### src/design/lzwd_pkg.sv
`timescale 1ns / 1ps
package lzwd_pkg;

    localparam int DICT_ENTRIES = 512;
    localparam int CODE_W       = 16;
    localparam int SYM_W        = 9;
    localparam int NFE_W        = 10;
    localparam int CAP_W        = 24;
    localparam int LANE_BYTES   = 8;
    localparam int STACK_DEPTH  = 258;
    localparam int STK_AW       = 9;
    localparam int ENT_AW       = 8;
    localparam int ENT_W        = 17;
    localparam int QUEUE_DEPTH  = 2;

    typedef enum logic [1:0] {
        ERR_NONE   = 2'd0,
        ERR_UNDEC  = 2'd1,
        ERR_CAP    = 2'd2,
        ERR_BEYOND = 2'd3
    } err_t;

    typedef struct packed {
        logic [CODE_W-1:0] code;
        logic              sos;
        logic              lit;
    } item_t;

    typedef struct packed {
        logic  valid;
        item_t item;
    } head_t;

endpackage

### src/design/lzwd_front.sv
`timescale 1ns / 1ps
module lzwd_front (
    input  logic                          aclk,
    input  logic                          aresetn,
    input  logic                          s_tvalid,
    output logic                          s_tready,
    input  logic [lzwd_pkg::CODE_W-1:0]   s_code,
    input  logic                          s_sos,
    output lzwd_pkg::head_t               q_head,
    input  logic                          q_pop
);
    import lzwd_pkg::*;

    item_t      slot_reg [QUEUE_DEPTH];
    logic       wp_reg, wp_next;
    logic       rp_reg, rp_next;
    logic [1:0] cnt_reg, cnt_next;
    logic       push;
    item_t      in_item;

    assign s_tready = (cnt_reg != 2'(QUEUE_DEPTH));
    assign push     = s_tvalid && s_tready;

    always_comb begin
        in_item.code = s_code;
        in_item.sos  = s_sos;
        in_item.lit  = (s_code[CODE_W-1:8] == '0);
    end

    assign q_head.valid = (cnt_reg != 2'd0);
    assign q_head.item  = slot_reg[rp_reg];

    always_comb begin
        wp_next  = push ? ~wp_reg : wp_reg;
        rp_next  = q_pop ? ~rp_reg : rp_reg;
        cnt_next = cnt_reg + 2'(push) - 2'(q_pop);
    end

    always_ff @(posedge aclk) begin
        if (!aresetn) begin
            wp_reg  <= 1'b0;
            rp_reg  <= 1'b0;
            cnt_reg <= 2'd0;
        end else begin
            wp_reg  <= wp_next;
            rp_reg  <= rp_next;
            cnt_reg <= cnt_next;
        end
    end

    always_ff @(posedge aclk) begin
        if (push) begin
            slot_reg[wp_reg] <= in_item;
        end
    end

endmodule

### config.mk
export PLATFORM = sky130hd
export DESIGN_NAME = lzwd_front
export DESIGN_NICKNAME = d
export VERILOG_FILES = /design/src/design/lzwd_pkg.sv /design/src/design/lzwd_front.sv
export SDC_FILE = /design/constraint.sdc
export NUM_CORES = 1
export LEC_CHECK = 0
export ABC_AREA = 1
export BUFFER_PORTS_ARGS = -buffer_cell sky130_fd_sc_hd__buf_2
export CORE_AREA = 4 4 69 71
export DETAILED_ROUTE_END_ITERATION = 16
export DIE_AREA = 0 0 73 75
export SYNTH_ARGS = -nofsm -noshare
export SYNTH_HDL_FRONTEND = slang
export SYNTH_SLANG_ARGS = --single-unit
export TNS_END_PERCENT = 5
### constraint.sdc
create_clock -name aclk -period 2.45 [get_ports aclk]
set_input_delay 0.245 -clock aclk [delete_from_list [all_inputs] [get_ports aclk]]
set_output_delay 0.245 -clock aclk [all_outputs]
set_load 0.05 [all_outputs]
==> results.md <==
- # clock sinks: 41
- # resized after CTS: 0
- Sequential power share: 0.482
- Final Slew Violations: 0
- CTS clk-pin slew, worst paths: 0.07 ns
- Syn Area/Cell: 16.7 sq um
- Post-synth top flop: edfxtp_1
- Initial core utilization: 0.378
- Clk buf depth: 2
- CTS Root Cell: clkbuf_8
- Count of input and output buffers: 40
- Core area: 4230 sq um
- TritonCTS clock tree: built
- Number of I/O pins: 41
- H-tree lvl count: 2
- Max_cap viols: 0
- Hold Slack: 0.143 ns
- Crit path DAT: 1.65 ns
- Filler Cell Count: 400
- Layout cells sized above 1: 0.483
- Chip width: 73 um
- Hpwl dp: 2000 um
- Row cnt: 24
- Sw frac: 0.279
- Synthesized Nets: 118
- Most frequent cell after synthesis: edfxtp_1
- Crit path time final: 1.89 ns
- #FFs+latches synth: 41
- Initial antenna violation count: 0
- Final hold vios: 0
- Internal power: 1.27 mW
- Die Ht: 75 um
- Combinational Power Share: 0.208
- Post-synth top area cell: edfxtp_1
- Final WS setup: 0.558 ns
- Top cells by count, synth: edfxtp_1, nand2_1, nor2_1
- # Post-CTS Setup Buffers: 0
- Reg-to-Reg Start: cnt_reg[0]$_SDFF_PN0_
- Register cell area after layout: 1180 sq um
- Cell Count, Final, Fillers Out: 197
- Worst path max stage delay: 0.46 ns
- Pleak: 0.806 nW
- CP max-delay cell: dfxtp_1
- Setup CP Type: reg2out
- Number of synthesized flops with an enable pin: 36
- Vias in the first global route: 938
- Wire per inst: 13.7 um
- Setup-failing EPs final: 0
- Dpl ws: 0.802 ns
- TritonCTS Buffers: 5
- Synth warn: 0
- Outcome: completed
- Total GRT Usage: 0.108
- Startpoint class of the critical path: flip-flop
- Routed Antenna Nets: 0
- 1st-pass router iterations: 3
- Multi-input gate area: 374 sq um
- Post-route DRC: 0
- Top cell type's share of synthesized area: 0.676
- Period utilization: 0.772
- Synth top area cells: edfxtp_1, mux2_4, dfxtp_1
- Worst path top cell family by delay: buffers and inverters
- Crit Path Max Fanout: 13
- Clk pwr share: 0.311
- Final wirelength: 2690 um
- Least-Margin Pin Slew: 0.407 ns
- WP buf/inv: 2
- Detailed Route Iter0 Violations: 4
- Diodes inserted: 0
- Peak VDD IR: 0.000405 V
- Gr ovfl total: 0
- Post-synth ARST share: 0
- Hold Crit Class: in2reg
- Worst Path Required: 2.20 ns
- Hold buffer count at cts: 0
- Nets@finish: 166
- Share of the yosys chip area belonging to registers: 0.738
- RSZ-0062 raised after global routing: no
- Worst-path cell chain: buf_4, mux2_2, buf_2
- Vias per cell: 4.49
- Fmax: 529 MHz
- Syn Inst Count: 96
- Gpl congestion: 0.699
- First-pass GRT wire length: 4240 um
- Setup_tns: 0 ns
- Cell Area, Synth: 1600 sq um
- Hold path start: s_code[5]
- Synth cell types: 13
- Syn-to-layout area delta: 23.6%
- Pin count of the biggest net entering global routing: 19
- P per Cell Area: 891 nW/um^2
- Via count: 884
- Max reg flops: 36
- CP Capture Type: output port
- Setup Skew: 0.00486 ns
- Placed insts: 189
- Total Die Area: 5480 sq um
- Clock Latency Late Sink: 0.29 ns
- NetSw: 0.491 mW
- Max transition margin: 0.728
per-layer routing:
layer,up-vias,routed length [um],track usage
met1,413,997,0.113
met3,6,208,0.0481
met4,0,55,0.0553
li1,438,-,-
met5,-,0,0
met2,27,1430,0.184
worst paths after layout:
kind,depth (start not counted),to,slack [ns]
setup / recovery,3,q_head[0],0.56
hold / removal,1,slot_reg[1][7]$_DFFE_PP_,0.14
setup reg to reg,5,slot_reg[1][12]$_DFFE_PP_,0.84
hold reg to reg,2,flip-flop,0.51
metrics by stage:
step,power [mW],instance area [sq um],utilization
5_1_grt,1.84,1980,0.467
6_report,1.76,1980,0.467
3_3_place_gp,1.23,1860,0.440
4_1_cts,1.79,1980,0.467
2_1_floorplan,1.15,1600,-
3_5_place_dp,1.24,1860,0.440
logic make-up (layout without fill, tap and decap cells):
kind of cell             Yosys count  count (layout)  synth area share
AND/OR/NAND/NOR                   27              27            0.0641
adder cells (fa/ha/maj)            1               1           0.00782
buffers and inverters              7              56            0.0313
XOR/XNOR                           1               1           0.00547
flip-flops                        41              41             0.738
multiplexers                      18              18             0.150
AO/OA/AOI/OAI                      1               1           0.00312
layout make-up:
type	count	share of cell area
clock buffer	7	0.0436
timing repair buffer	43	0.113
clock inverter	1	0.0152
tap	52	0.0329
sequential	41	0.597
inverter	5	0.00949
multi-input combinational	48	0.189
placed cells by master (no fill, tap or decap):
master     count
nor2_1        10
nor2_2         2
clkbuf_1       1
a21oi_1        1
dfxtp_1        5
nand2_1       14
buf_4          3
xnor2_1        1
nand3_1        1
edfxtp_1      36
bufinv_16      1
mux2_2         8
clkbuf_8       6
inv_1          5
mux2_4        10
ha_1           1
buf_2         40
power groups by stage:
stage / Combinational, mW / Clock, mW / Sequential [mW]
final: 0.366 / 0.547 / 0.848
after global routing: 0.392 / 0.596 / 0.856
after CTS: 0.373 / 0.570 / 0.849
after detailed placement: 0.372 / 0 / 0.865
after global placement: 0.364 / 0 / 0.863
after floorplan: 0.290 / 0 / 0.859
(Power assumes the default switching activity.)
